`src/rtl/core/ugbm_pkg.sv`:
```
// ----------------------------------------------------------------------------
// UTF-16 grapheme boundary marker package
// Shared types, constants and classification functions for the marker unit.
// ----------------------------------------------------------------------------
package ugbm_pkg;

  localparam int POSITION_BITS = 16;
  localparam int UNIT_W        = 16;
  localparam int POS_OUT_W     = 16;
  localparam int CP_W          = 21;
  localparam int QDEPTH        = 4;
  localparam int QAW           = $clog2(QDEPTH);
  localparam int QCW           = $clog2(QDEPTH + 1);

  localparam logic [UNIT_W-1:0]        ZWJ_UNIT     = 16'h200D;
  localparam logic [CP_W-1:0]          SUPP_BASE    = 21'h10000;
  localparam logic [POSITION_BITS-1:0] POS_MAX      = {POSITION_BITS{1'b1}};

  typedef logic [POSITION_BITS-1:0] pos_t;

  typedef struct packed {
    logic [UNIT_W-1:0] code_unit;
    logic              end_of_text;
  } in_item_t;

  typedef struct packed {
    logic [UNIT_W-1:0]    unit_out;
    logic [POS_OUT_W-1:0] unit_position;
    logic                 starts_cluster;
    logic                 last_of_text;
  } out_item_t;

  typedef enum logic [1:0] {
    PH_START,
    PH_IN,
    PH_RI1,
    PH_JOIN
  } phase_t;

  typedef enum logic [1:0] {
    HK_NONE,
    HK_LEAD,
    HK_ZWJ
  } hold_t;

  typedef struct packed {
    logic   starts;
    phase_t phase;
  } cls_t;

  typedef struct packed {
    logic [1:0] cnt;
    out_item_t  r0;
    out_item_t  r1;
  } push_t;

  function automatic logic is_lead(input logic [UNIT_W-1:0] u);
    return u >= 16'hD800 && u <= 16'hDBFF;
  endfunction

  function automatic logic is_trail(input logic [UNIT_W-1:0] u);
    return u >= 16'hDC00 && u <= 16'hDFFF;
  endfunction

  function automatic logic is_ri(input logic [CP_W-1:0] cp);
    return cp >= 21'h1F1E6 && cp <= 21'h1F1FF;
  endfunction

  function automatic logic is_extender(input logic [CP_W-1:0] cp);
    return (cp >= 21'h00300 && cp <= 21'h0036F) ||
           (cp >= 21'h01AB0 && cp <= 21'h01AFF) ||
           (cp >= 21'h01DC0 && cp <= 21'h01DFF) ||
           (cp >= 21'h020D0 && cp <= 21'h020FF) ||
           (cp >= 21'h0FE20 && cp <= 21'h0FE2F) ||
           (cp >= 21'h0FE00 && cp <= 21'h0FE0F) ||
           (cp >= 21'hE0100 && cp <= 21'hE01EF) ||
           (cp >= 21'h1F3FB && cp <= 21'h1F3FF);
  endfunction

  function automatic cls_t classify(input logic [CP_W-1:0] cp, input phase_t ph);
    cls_t res;
    res.starts = 1'b1;
    res.phase  = is_ri(cp) ? PH_RI1 : PH_IN;
    case (ph)
      PH_IN: begin
        if (is_extender(cp)) begin
          res.starts = 1'b0;
          res.phase  = PH_IN;
        end
      end
      PH_RI1: begin
        if (is_ri(cp)) begin
          res.starts = 1'b0;
          res.phase  = PH_START;
        end
      end
      PH_JOIN: begin
        res.starts = 1'b0;
        res.phase  = PH_IN;
      end
      default: begin
      end
    endcase
    return res;
  endfunction

  function automatic pos_t sat_inc(input pos_t p);
    return (p == POS_MAX) ? p : p + pos_t'(1);
  endfunction

endpackage

```
`src/rtl/core/ugbm_front.sv`:
```
// ----------------------------------------------------------------------------
// Grapheme boundary marker front end
// Accepts code units, pairs surrogates, classifies code points and hands up
// to two result words per accepted unit to the result queue.
// ----------------------------------------------------------------------------
module ugbm_front (
  input  logic               clk,
  input  logic               rst_n,
  input  logic               in_valid,
  input  logic               in_ready,
  input  ugbm_pkg::in_item_t in_data,
  output ugbm_pkg::push_t    push
);
  import ugbm_pkg::*;

  hold_t             hold_r, hold_nxt;
  logic [UNIT_W-1:0] held_r, held_nxt;
  phase_t            phase_r, phase_nxt;
  pos_t              pos_r, pos_nxt;

  logic              accept;
  logic [UNIT_W-1:0] u;
  logic              eot;
  pos_t              pos_b;
  pos_t              pos_c;
  logic [CP_W-1:0]   first_cp;
  cls_t              cls_first;
  cls_t              cls_unit;
  phase_t            ph_mid;
  logic              pair;
  logic              held_emit;
  logic              unit_emit;
  out_item_t         unit_item;

  assign accept = in_valid & in_ready;
  assign u      = in_data.code_unit;
  assign eot    = in_data.end_of_text;
  assign pos_b  = sat_inc(pos_r);
  assign pos_c  = sat_inc(pos_b);
  assign pair   = (hold_r == HK_LEAD) && is_trail(u);

  assign first_cp  = pair ? ({1'b0, held_r[9:0], u[9:0]} + SUPP_BASE) : CP_W'(held_r);
  assign cls_first = classify(first_cp, phase_r);
  assign held_emit = (hold_r == HK_LEAD) || (hold_r == HK_ZWJ);
  assign ph_mid    = (hold_r == HK_LEAD) ? cls_first.phase : phase_r;
  assign cls_unit  = classify(CP_W'(u), ph_mid);

  always_comb begin
    hold_nxt  = HK_NONE;
    held_nxt  = '0;
    phase_nxt = ph_mid;
    unit_emit = 1'b0;
    if (pair) begin
      phase_nxt = cls_first.phase;
    end else if (is_lead(u) && !eot) begin
      hold_nxt = HK_LEAD;
      held_nxt = u;
    end else if (u == ZWJ_UNIT && ph_mid == PH_IN && !eot) begin
      hold_nxt  = HK_ZWJ;
      held_nxt  = u;
      phase_nxt = PH_JOIN;
    end else begin
      unit_emit = 1'b1;
      phase_nxt = cls_unit.phase;
    end
    pos_nxt = pos_r;
    if (pair) begin
      pos_nxt = pos_c;
    end else if (held_emit && unit_emit) begin
      pos_nxt = pos_c;
    end else if (held_emit || unit_emit) begin
      pos_nxt = pos_b;
    end
    if (eot) begin
      hold_nxt  = HK_NONE;
      held_nxt  = '0;
      phase_nxt = PH_START;
      pos_nxt   = '0;
    end
  end

  always_comb begin
    unit_item.unit_out       = u;
    unit_item.unit_position  = held_emit ? POS_OUT_W'(pos_b) : POS_OUT_W'(pos_r);
    unit_item.starts_cluster = cls_unit.starts;
    unit_item.last_of_text   = eot;

    push.r0.unit_out       = held_r;
    push.r0.unit_position  = POS_OUT_W'(pos_r);
    push.r0.starts_cluster = (hold_r == HK_LEAD) ? cls_first.starts : 1'b0;
    push.r0.last_of_text   = 1'b0;

    push.r1.unit_out       = u;
    push.r1.unit_position  = POS_OUT_W'(pos_b);
    push.r1.starts_cluster = 1'b0;
    push.r1.last_of_text   = eot;

    push.cnt = 2'd0;
    if (accept) begin
      if (pair) begin
        push.cnt = 2'd2;
      end else if (held_emit) begin
        push.r1  = unit_item;
        push.cnt = unit_emit ? 2'd2 : 2'd1;
      end else if (unit_emit) begin
        push.r0  = unit_item;
        push.cnt = 2'd1;
      end
    end
  end

  always_ff @(posedge clk) begin
    if (!rst_n) begin
      hold_r  <= HK_NONE;
      held_r  <= '0;
      phase_r <= PH_START;
      pos_r   <= '0;
    end else if (accept) begin
      hold_r  <= hold_nxt;
      held_r  <= held_nxt;
      phase_r <= phase_nxt;
      pos_r   <= pos_nxt;
    end
  end

endmodule

```
`src/rtl/core/ugbm_queue.sv`:
```
// ----------------------------------------------------------------------------
// Grapheme boundary marker result queue
// Short queue that takes up to two result words a cycle from the front end
// and delivers one word a cycle on the result channel while out_ready is high.
// ----------------------------------------------------------------------------
module ugbm_queue (
  input  logic                clk,
  input  logic                rst_n,
  input  ugbm_pkg::push_t     push,
  output logic                space_ok,
  output logic                out_valid,
  input  logic                out_ready,
  output ugbm_pkg::out_item_t out_data
);
  import ugbm_pkg::*;

  out_item_t        mem_r [QDEPTH];
  logic [QAW-1:0]   wp_r, wp_nxt;
  logic [QAW-1:0]   rp_r, rp_nxt;
  logic [QCW-1:0]   count_r, count_nxt;
  logic             pop;

  assign space_ok  = count_r <= QCW'(QDEPTH - 2);
  assign out_valid = count_r != '0;
  assign out_data  = mem_r[rp_r];
  assign pop       = out_valid & out_ready;

  assign wp_nxt    = wp_r + QAW'(push.cnt);
  assign rp_nxt    = rp_r + QAW'(pop);
  assign count_nxt = count_r + QCW'(push.cnt) - QCW'(pop);

  always_ff @(posedge clk) begin
    if (push.cnt != 2'd0) begin
      mem_r[wp_r] <= push.r0;
    end
    if (push.cnt == 2'd2) begin
      mem_r[wp_r + QAW'(1)] <= push.r1;
    end
  end

  always_ff @(posedge clk) begin
    if (!rst_n) begin
      wp_r    <= '0;
      rp_r    <= '0;
      count_r <= '0;
    end else begin
      wp_r    <= wp_nxt;
      rp_r    <= rp_nxt;
      count_r <= count_nxt;
    end
  end

endmodule

```
`src/rtl/core/utf16_grapheme_boundary_marker_unit.sv`:
```
// ----------------------------------------------------------------------------
// UTF-16 grapheme boundary marker unit
// Echoes each UTF-16 code unit with its offset and a cluster start flag.
//
//   Channel  Handshake             Payload
//   in       in_valid / in_ready   in_data   (code_unit, end_of_text)
//   out      out_valid / out_ready out_data  (unit_out, unit_position,
//                                             starts_cluster, last_of_text)
//
// One code unit is accepted every cycle while the four-word result queue has
// room for two words; results leave at one word a cycle while out_ready holds.
// A held lead surrogate or joiner is released with the next unit, so one
// unit gives zero, one or two words. Reset is synchronous and clears the
// hold, phase, position and queue pointers. Either side may stall freely.
// ----------------------------------------------------------------------------
module utf16_grapheme_boundary_marker_unit (
  input  logic                clk,
  input  logic                rst_n,
  input  logic                in_valid,
  output logic                in_ready,
  input  ugbm_pkg::in_item_t  in_data,
  output logic                out_valid,
  input  logic                out_ready,
  output ugbm_pkg::out_item_t out_data
);
  import ugbm_pkg::*;

  push_t push;

  ugbm_front u_front (
    .clk      (clk),
    .rst_n    (rst_n),
    .in_valid (in_valid),
    .in_ready (in_ready),
    .in_data  (in_data),
    .push     (push)
  );

  ugbm_queue u_queue (
    .clk       (clk),
    .rst_n     (rst_n),
    .push      (push),
    .space_ok  (in_ready),
    .out_valid (out_valid),
    .out_ready (out_ready),
    .out_data  (out_data)
  );

endmodule
```
`config.mk`:
```
export PLATFORM = sky130hd
export DESIGN_NAME = utf16_grapheme_boundary_marker_unit
export DESIGN_NICKNAME = d
export VERILOG_FILES = /design/src/rtl/core/ugbm_pkg.sv /design/src/rtl/core/ugbm_front.sv /design/src/rtl/core/ugbm_queue.sv /design/src/rtl/core/utf16_grapheme_boundary_marker_unit.sv
export SDC_FILE = /design/constraint.sdc
export NUM_CORES = 1
export LEC_CHECK = 0
export ABC_AREA = 1
export BUFFER_PORTS_ARGS = -buffer_cell sky130_fd_sc_hd__buf_2
export CAP_MARGIN = 40
export CORE_MARGIN = 8
export CORE_UTILIZATION = 55
export DETAILED_ROUTE_END_ITERATION = 12
export MAX_ROUTING_LAYER = met4
export PLACE_DENSITY = 0.81
export RECOVER_POWER = 50
export SLEW_MARGIN = 20
export SYNTH_ARGS = -nofsm -noshare
export SYNTH_HDL_FRONTEND = slang
export SYNTH_SLANG_ARGS = --single-unit
```
`constraint.sdc`:
```
create_clock -name clk -period 9.2 [get_ports clk]
set_input_delay 1.84 -clock clk [delete_from_list [all_inputs] [get_ports clk]]
set_output_delay 1.84 -clock clk [all_outputs]
set_load 0.005 [all_outputs]
```
Word level (Yosys, flattened, before mapping) --
Memories as Yosys holds them, arrays and structs flattened. A register that Yosys moved wholly into a read port is not among the register bits. Cells that the tools add are included.
Storage, ports and cells: memories 1, input bits 21, flip-flop bits (word level) 43, RAM bits 136, logic and storage cells 149
Operators by class: reductions and logical operators 41, magnitude comparators 35, multiplexer cells 44, bitwise logic cells 2, eq/ne operators 11, add/subtract/negate cells 8
Memory list:
- u_queue.mem_r | words 4, bits a word 34, read ports 1, clocked after Yosys merged registers in 1, write ports 2, RTL line ugbm_queue.sv:17 | out_item_t mem_r [QDEPTH];
Operators with widths (number):
- $mux W16 | 11
- $mux W70 | 1
- $mux W68 | 1
- $ge A16 B16 Y1 const B | 4
- $le A16 B16 Y1 const B | 4
- $ge A21 B13 Y1 const B | 2
- $ge A21 B16 Y1 const B | 2
- $ge A21 B17 Y1 const B | 2
- $le A21 B13 Y1 const B | 2
- $le A21 B16 Y1 const B | 2
- $le A21 B17 Y1 const B | 2
- $mux W35 | 1
- $mux W34 | 1
- $add A16 B1 Y16 const B | 2
- $eq A16 B16 Y1 const B | 2
- $ge A16 B13 Y1 const B | 2
- $le A16 B13 Y1 const B | 2
- $mux W2 | 14
- $logic_and A1 B1 Y1 | 22
- $add A20 B17 Y21 const B | 1
- $ge A21 B10 Y1 const B | 1
- $ge A21 B14 Y1 const B | 1
- $ge A21 B20 Y1 const B | 1
- $le A21 B10 Y1 const B | 1
- other kinds (28) | 57

Longest topological paths before layout --
Gate-level depths: netlist (run 1).
depth in word-level cells 29, depth in mapped cells 30, mapped depth without buffers 29

Hierarchy --
From an unflattened synthesis (run 1), not the netlist that was laid out.
Second synthesis, totals: cells, all modules 1425, area total of the unflattened synthesis 11099.4 um2
Modules (own cells, without submodules):
- ugbm_queue | area each 7044.3 um2, sequential area each 4224.1 um2, instances 1, cells an instance 721
- ugbm_front | area each 4055.1 um2, sequential area each 720.7 um2, instances 1, cells an instance 704

Worst setup path before layout (run 1) --
Ideal clock, no wire load.
path kind input to register, from input port in_data[14] (netlist name), to memory u_queue.mem_r[0][0] (netlist name) (enable), arrival time 6.598 ns, data required time 8.728 ns, setup slack 2.129 ns, library setup time 0.472 ns, path buffers 1, cell stages on the path 27, cell sequence inv_1 nand2_1 nor2_4 nand3_4 buf_6 nand2_4 nand2_2 nor2_4 nand2_1 nor2_1 nand3_1 nor2_2 o21ai_2 nand2_2 nand2_4 nand2_4 nand3_1 inv_1 ha_1 inv_1 nand2_1 inv_1 nor2_1 inv_1 nand2_1 inv_1 o21ai_0
RTL lines:
- from (decl) | RTL line utf16_grapheme_boundary_marker_unit.sv:21 | input ugbm_pkg::in_item_t in_data,
- to (decl) | RTL line ugbm_queue.sv:17

==> results of run 1 <==
## worst min-delay path, stage by stage, from the launching register on
cell,delay (ns)
dfxtp_1,0.31
nand2_1,0.06
a21oi_1,0.05
## kinds of logic (layout without fill, tap and decap cells)
| logic type | after synthesis | after routing |
|---|---|---|
| DFF | 179 | 179 |
| buffers and inverters | 196 | 229 |
| adders and majority gates | 12 | 12 |
| xor gates and xnor gates | 22 | 22 |
| and+or+nand+nor | 696 | 696 |
| AOI/OAI and AO/OA | 317 | 317 |
## metal layers
metal  vias up  share of wire (%)
met3        67                 10
met5         -                  0
li1       4896                  -
met1      4726                 43
met4         0                2.4
met2       563                 45
## cell usage after synthesis (all sizes together)
library cell	count	area [sq um]
a211oi	1	7.51
a21boi	1	7.51
a21oi	49	253
a31o	1	8.76
a31oi	1	6.26
buf	19	139
clkbuf	53	199
clkinv	2	8.75
dfxtp	43	861
edfxtp	136	4080
fa	1	20.0
ha	11	138
inv	122	468
nand2	330	1370
nand3	129	676
nand3b	4	30.0
nand4	35	219
nor2	170	686
nor3	22	126
nor4	5	31.3
o2111ai	2	17.5
o211ai	2	15.0
o21a	1	7.51
o21ai	220	1110
o21bai	2	15.0
o22ai	34	213
o31ai	3	22.5
or2	1	6.26
xnor2	4	35.0
xor2	18	158
## report_power, final
group | internal (mW) | leakage, nW | switching (mW)
Clock | 0.409 | 0.285 | 0.338
Sequential | 0.987 | 1.55 | 0.0277
Combinational | 0.215 | 2.63 | 0.461
Total | 1.61 | 4.47 | 0.826
## worst paths after layout
check,endpoint,cells after the start
max,u_queue.mem_r[1][12],30
min,u_front.held_r[3],2
max reg2reg,u_queue.mem_r[1][12],28
min reg2reg,u_front.held_r[3],2
## through the flow
step | cells | util (%) | area (sq um)
3_3_place_gp | 1680 | 58.0 | 11300
5_1_grt | 1720 | 61.7 | 12100
2_1_floorplan | 1422 | - | 10900
6_report | 1720 | 61.7 | 12100
3_5_place_dp | 1688 | 59.0 | 11500
4_1_cts | 1719 | 62.0 | 12100
## flip-flops by register name (all words and copies together) (netlist names)
register         flops
u_queue.count_r      3
u_front.pos_r       16
u_front.held_r      16
u_front.phase_r      2
u_queue.rp_r         2
u_queue.mem_r      136
u_front.hold_r       2
u_queue.wp_r         2
## area by class of cell
| cell class | instances | area, sq um | share of cell area [%] |
|---|---|---|---|
| tap | 265 | 332 | 2.75 |
| sequential | 179 | 4950 | 41.0 |
| timing repair buffer | 74 | 495 | 4.11 |
| clock buffer | 17 | 425 | 3.53 |
| multi-input combinational | 1047 | 5210 | 43.2 |
| clock inverter | 14 | 170 | 1.41 |
| inverter | 124 | 477 | 3.96 |
==> qor.yml, run 1 <==
finalWeightedCongestion: 0.981
layout_common_cells: "307 x nand2_1, 198 x o21ai_0, 160 x nor2_1"
grt-ovfl-total: 0
worst_hold_startpoint: "u_front.held_r[3]"
cts_max_level: 4
ys_seq_area_share_pct: 45.2
setup_violations: 0
synthToLayoutAreaGrowth_pct: 10.2
synth_xor_area_share_pct: 1.76
firstDrtPassIters: 5
relSlewSlack_pct: -93.2
grt_pass1_wl_um: 48500
critPathBufInv: 9
syn_avg_cell_area_sq_um: 7.69
ys_ff_latch: 179
drive_above_1_share_pct: 8.66
synth_top_family_by_area: "simple AND/OR/NAND/NOR gates"
total_power_mw: 2.44
critPathLaunchType: "input pin"
antenna_found_initial: 0
path_delay_family: "simple AND/OR/NAND/NOR gates"
slowest_delay_ns: 0.45
tightest_slew_ns: 2.90
grt_use_total_pct: 25.7
status: "finished with violations"
max-cap-violations: 1
leakagePower_nw: 4.47
top_usage_layer: "met2"
vdd_drop_max_v: 0.000174
fin_crit_sh_pct: 82.3
synth_adder_area_share_pct: 1.44
insertion_delay_ns: 0.44
cts_num_sinks: 179
die_area_sq_um: 24700
critPathKind: "input pin to register"
nets: 1476
failed_checks: "max-capacitance violations, max-slew violations"
netlist_area_sq_um: 10900
cts_root_buf: "clkbuf_16"
hold_viol: 0
drt-initial-drc-count: 1411
hpwl_um: 21700
clock_skew_ns: 0.0115
pre_cts_ws_ns: 1.62
crit_fanout: 35
use_met3_pct: 4.39
die_x_um: 157
initial_utilization_pct: 56.0
cp.required_ns: 9.34
postCtsSetupBuffers: 0
drc: 0
netlist_instances: 1422
hold_buffers: 0
grt_max_degree: 70
rrSetupSlack_ns: 3.27
startpoint: "in_data[14]"
power_density_nw_per_um2: 202
synth_nets: 1455
antenna_left: 0
whs_ns: 0.468
clk_path_buf_depth: 2
grt_setup_unrepaired: "no"
core_sq_um: 19500
synth.distinct_cells: 49
final_common_cell: "nand2_1"
yosysWarningCount: 0
synth_mux_area_share_pct: 0
cts_made_buffers: 17
grt_pass1_vias: 9478
slew_violations: 70
vias: 10300
crit_slowest_cell: "nand3_4"
yosys.area_share.simple_pct: 28.8
cp-end-kind: "register"
portBuffers: 56
cts_tree: "built"
fillCellCount: 1742
routed_wl_um: 30800
timing.rr.start: "u_front.hold_r[0]"
min_period_ns: 7.57
viasPerCell: 5.96
die_h_um: 157
rows: 51
grt_util_met2_pct: 39.4
synth_compound_area_share_pct: 15.4
drt-wirelength-per-cell_um: 17.9
cts.clk_slew.worst_paths_ns: 0.07
critPathArrivalTime_ns: 7.71
fmax_ghz: 0.132
setup_ws_ns: 1.63
diodes: 0
use_met1_pct: 34.3
setup_tns_ns: 0
critical_path.most_common_cell: "nand2_1"
hold_class: "register to register"
pin_count: 57
cts.repair.resized: 0
Note: power is estimated with default switching activity, not from simulation.
==> inputs of run 2 (changes only) <==
--- a/config.mk
+++ b/config.mk
@@ -12,7 +12,7 @@
 export CORE_UTILIZATION = 55
 export DETAILED_ROUTE_END_ITERATION = 12
 export MAX_ROUTING_LAYER = met4
-export PLACE_DENSITY = 0.81
+export PLACE_DENSITY = 0.84
 export RECOVER_POWER = 50
 export SLEW_MARGIN = 20
 export SYNTH_ARGS = -nofsm -noshare
==> constraint.sdc (replaced) <==
create_clock -name clk -period 6.9 [get_ports clk]
set_input_delay 1.38 -clock clk [delete_from_list [all_inputs] [get_ports clk]]
set_output_delay 1.38 -clock clk [all_outputs]
set_load 0.005 [all_outputs]
==> run 2 against run 1 <==
  * The run still ends with max-capacitance violations, max-slew violations left
  * Critical path depth fell by 3
  * Non-clock buffer count is 11 higher
  * Sequential share of layout area fell by 0.14 points
  * Final cell count grew 0.70%
  * Clock skew decreased by 0.00052 ns
  * Total power rose by 34%
  * Worst hold slack better by 0.0039 ns
  * Routed wire length grew 1.6%
  * Die area stayed put
  * Utilization increased by 0.21 points
  * Clock power increased by 34%
  * Setup slack worse by 0.70 ns
  * Critical path type unchanged
  * Largest cell class unchanged
  * Highest routed layer unchanged
==> qor.yml, run 2 (same netlist as run 1, synthesis figures left out) <==
die_area_sq_um: 24700  # unchanged
diodes: 0  # unchanged
crit_end: "u_queue.mem_r[1][16]"  # was u_queue.mem_r[1][12]
nets: 1487  # was 1476
failed_checks: "max-capacitance violations, max-slew violations"  # unchanged
critPathLaunchType: "input pin"  # unchanged
viasPerCell: 6.02  # was 5.96
relSlewSlack_pct: -93.6  # was -93.2%
critPathKind: "input pin to register"  # unchanged
setup_tns_ns: 0  # unchanged
antenna_found_initial: 0  # unchanged
fin_crit_sh_pct: 86.6
clock_skew_ns: 0.0109  # was 0.0115 ns
cts_num_sinks: 179  # unchanged
portBuffers: 56  # unchanged
dp_cells: 1699  # was 1688
timing.rr.start: "u_front.hold_r[0]"  # unchanged
tightest_slew_ns: 2.90  # about the same
firstDrtPassIters: 6  # was 5
antenna_left: 0  # unchanged
min_period_ns: 5.98
routed_wl_um: 31300  # was 30800 um
hold_buffers: 0  # unchanged
cts.clk_slew.worst_paths_ns: 0.07  # about the same
fillCellCount: 1704  # was 1742
die_h_um: 157  # unchanged
grt-ovfl-total: 0  # unchanged
synthToLayoutAreaGrowth_pct: 10.5  # was 10.2%
rows: 51  # unchanged
cp.required_ns: 7.04  # was 9.34 ns
drive_above_1_share_pct: 9.20  # was 8.66%
hold_class: "register to register"  # unchanged
crit_fanout: 19  # was 35
final_common_cell: "nand2_1"  # unchanged
pin_count: 57  # unchanged
initial_utilization_pct: 56.0  # unchanged
cts_tree: "built"  # unchanged
grt_pass1_wl_um: 49700  # was 48500 um
met3_length_um: 3500  # was 3120 um
postCtsSetupBuffers: 0  # unchanged
cts_made_buffers: 17  # unchanged
drc: 0  # unchanged
status: "finished with violations"  # unchanged
hold_viol: 0  # unchanged
insertion_delay_ns: 0.44  # about the same
layout.cells.non_filler: 1732  # was 1720
top_regs: "u_queue.mem_r: 136 flops, u_front.held_r: 16 flops, u_front.pos_r: 16 flops"  # unchanged
vias: 10400  # was 10300
crit_slowest_cell: "clkbuf_1"  # was nand3_4
finalWeightedCongestion: 0.970  # was 0.981
fmax_ghz: 0.167
layout_common_cells: "305 x nand2_1, 184 x o21ai_0, 162 x nor2_1"  # was 307 x nand2_1, 198 x o21ai_0, 160 x nor2_1
whs_ns: 0.471  # was 0.468 ns
cts_root_buf: "clkbuf_16"  # unchanged
slew_violations: 70  # unchanged
wl_met2_um: 14000  # was 13800 um
cp-end-kind: "register"  # unchanged
rrSetupSlack_ns: 2.10  # was 3.27 ns
r2r_end: "u_queue.mem_r[1][16]"  # was u_queue.mem_r[1][12]
wl_met1_um: 13000  # was 13100 um
grt_max_degree: 70  # unchanged
highest_layer: "met4"  # unchanged
power_density_nw_per_um2: 269  # was 202 nW/um^2
drt-wirelength-per-cell_um: 18.1  # was 17.9 um
startpoint: "in_data[14]"  # unchanged
path_depth: 27  # was 30
critPathArrivalTime_ns: 6.11  # was 7.71 ns
grt_pass1_vias: 9505  # was 9478
leakagePower_nw: 4.49  # was 4.47 nW
drt-initial-drc-count: 1440  # was 1411
core_sq_um: 19500  # unchanged
hpwl_um: 21800  # was 21700 um
top_register: "u_queue.mem_r"  # unchanged
cts_max_level: 4  # unchanged
slowest_delay_ns: 0.64  # was 0.45 ns
max-cap-violations: 1  # unchanged
path_delay_family: "buffers and inverters"  # was simple AND/OR/NAND/NOR gates
grt_use_total_pct: 26.3  # was 25.7%
grt_setup_unrepaired: "no"  # unchanged
critPathBufInv: 9  # unchanged
clk_path_buf_depth: 2  # unchanged
reg2reg_depth: 27  # was 28
cts.repair.resized: 0  # unchanged
setup_violations: 0  # unchanged
die_x_um: 157  # unchanged
vdd_drop_max_v: 0.000237  # was 0.000174 V
largest_register_ffs: 136  # unchanged
critical_path.most_common_cell: "inv_1"  # was nand2_1
[run 2: worst min-delay path by stage]
stage / start / end / cells past startpoint
after floorplan: u_queue.count_r[2] / u_queue.count_r[2] / 1
after global placement: u_front.held_r[15] / u_front.held_r[15] / 2
after detailed placement: u_front.held_r[3] / u_front.held_r[3] / 2
after CTS: u_front.held_r[3] / u_front.held_r[3] / 2
after global routing: u_front.hold_r[1] / u_front.hold_r[1] / 2
final: u_front.held_r[15] / u_front.held_r[15] / 2
[run 2: layout make-up]
| cell class | instances | area (sq um) | area share, % |
|---|---|---|---|
| sequential | 179 | 4950 | 40.9 |
| clock buffer | 18 | 429 | 3.55 |
| multi-input combinational | 1047 | 5220 | 43.1 |
| clock inverter | 14 | 171 | 1.42 |
| inverter | 124 | 477 | 3.94 |
| timing repair buffer | 85 | 523 | 4.32 |
| tap | 265 | 332 | 2.74 |
[run 2: layer usage]
layer / up-vias / GRT usage, %
met5: - / -
met4: 0 / 9.20
met3: 67 / 3.73
met2: 610 / 39.9
met1: 4802 / 35.7
li1: 4951 / -
[run 2: worst min-delay path: cells and delay by family, from the launching register on]
| family | cells | cell delay [ns] |
|---|---|---|
| DFF | 1 | 0.32 |
| and+or+nand+nor | 1 | 0.06 |
| AOI/OAI and AO/OA | 1 | 0.05 |
[run 2: through the flow]
stage               util (%)  instance area (sq um)  power, mW  worst slack [ns]
global route            61.9                  12100       3.42             0.495
finish                  61.9                  12100       3.26             0.923
global placement        58.6                  11400       2.26             0.792
floorplan                  -                  10900       1.95             0.289
CTS                     62.2                  12200       3.29              1.35
detailed placement      59.2                  11600       2.31             0.881
[run 2: power breakdown]
group | internal [mW] | switching (mW)
Clock | 0.546 | 0.451
Combinational | 0.294 | 0.615
Sequential | 1.32 | 0.0377
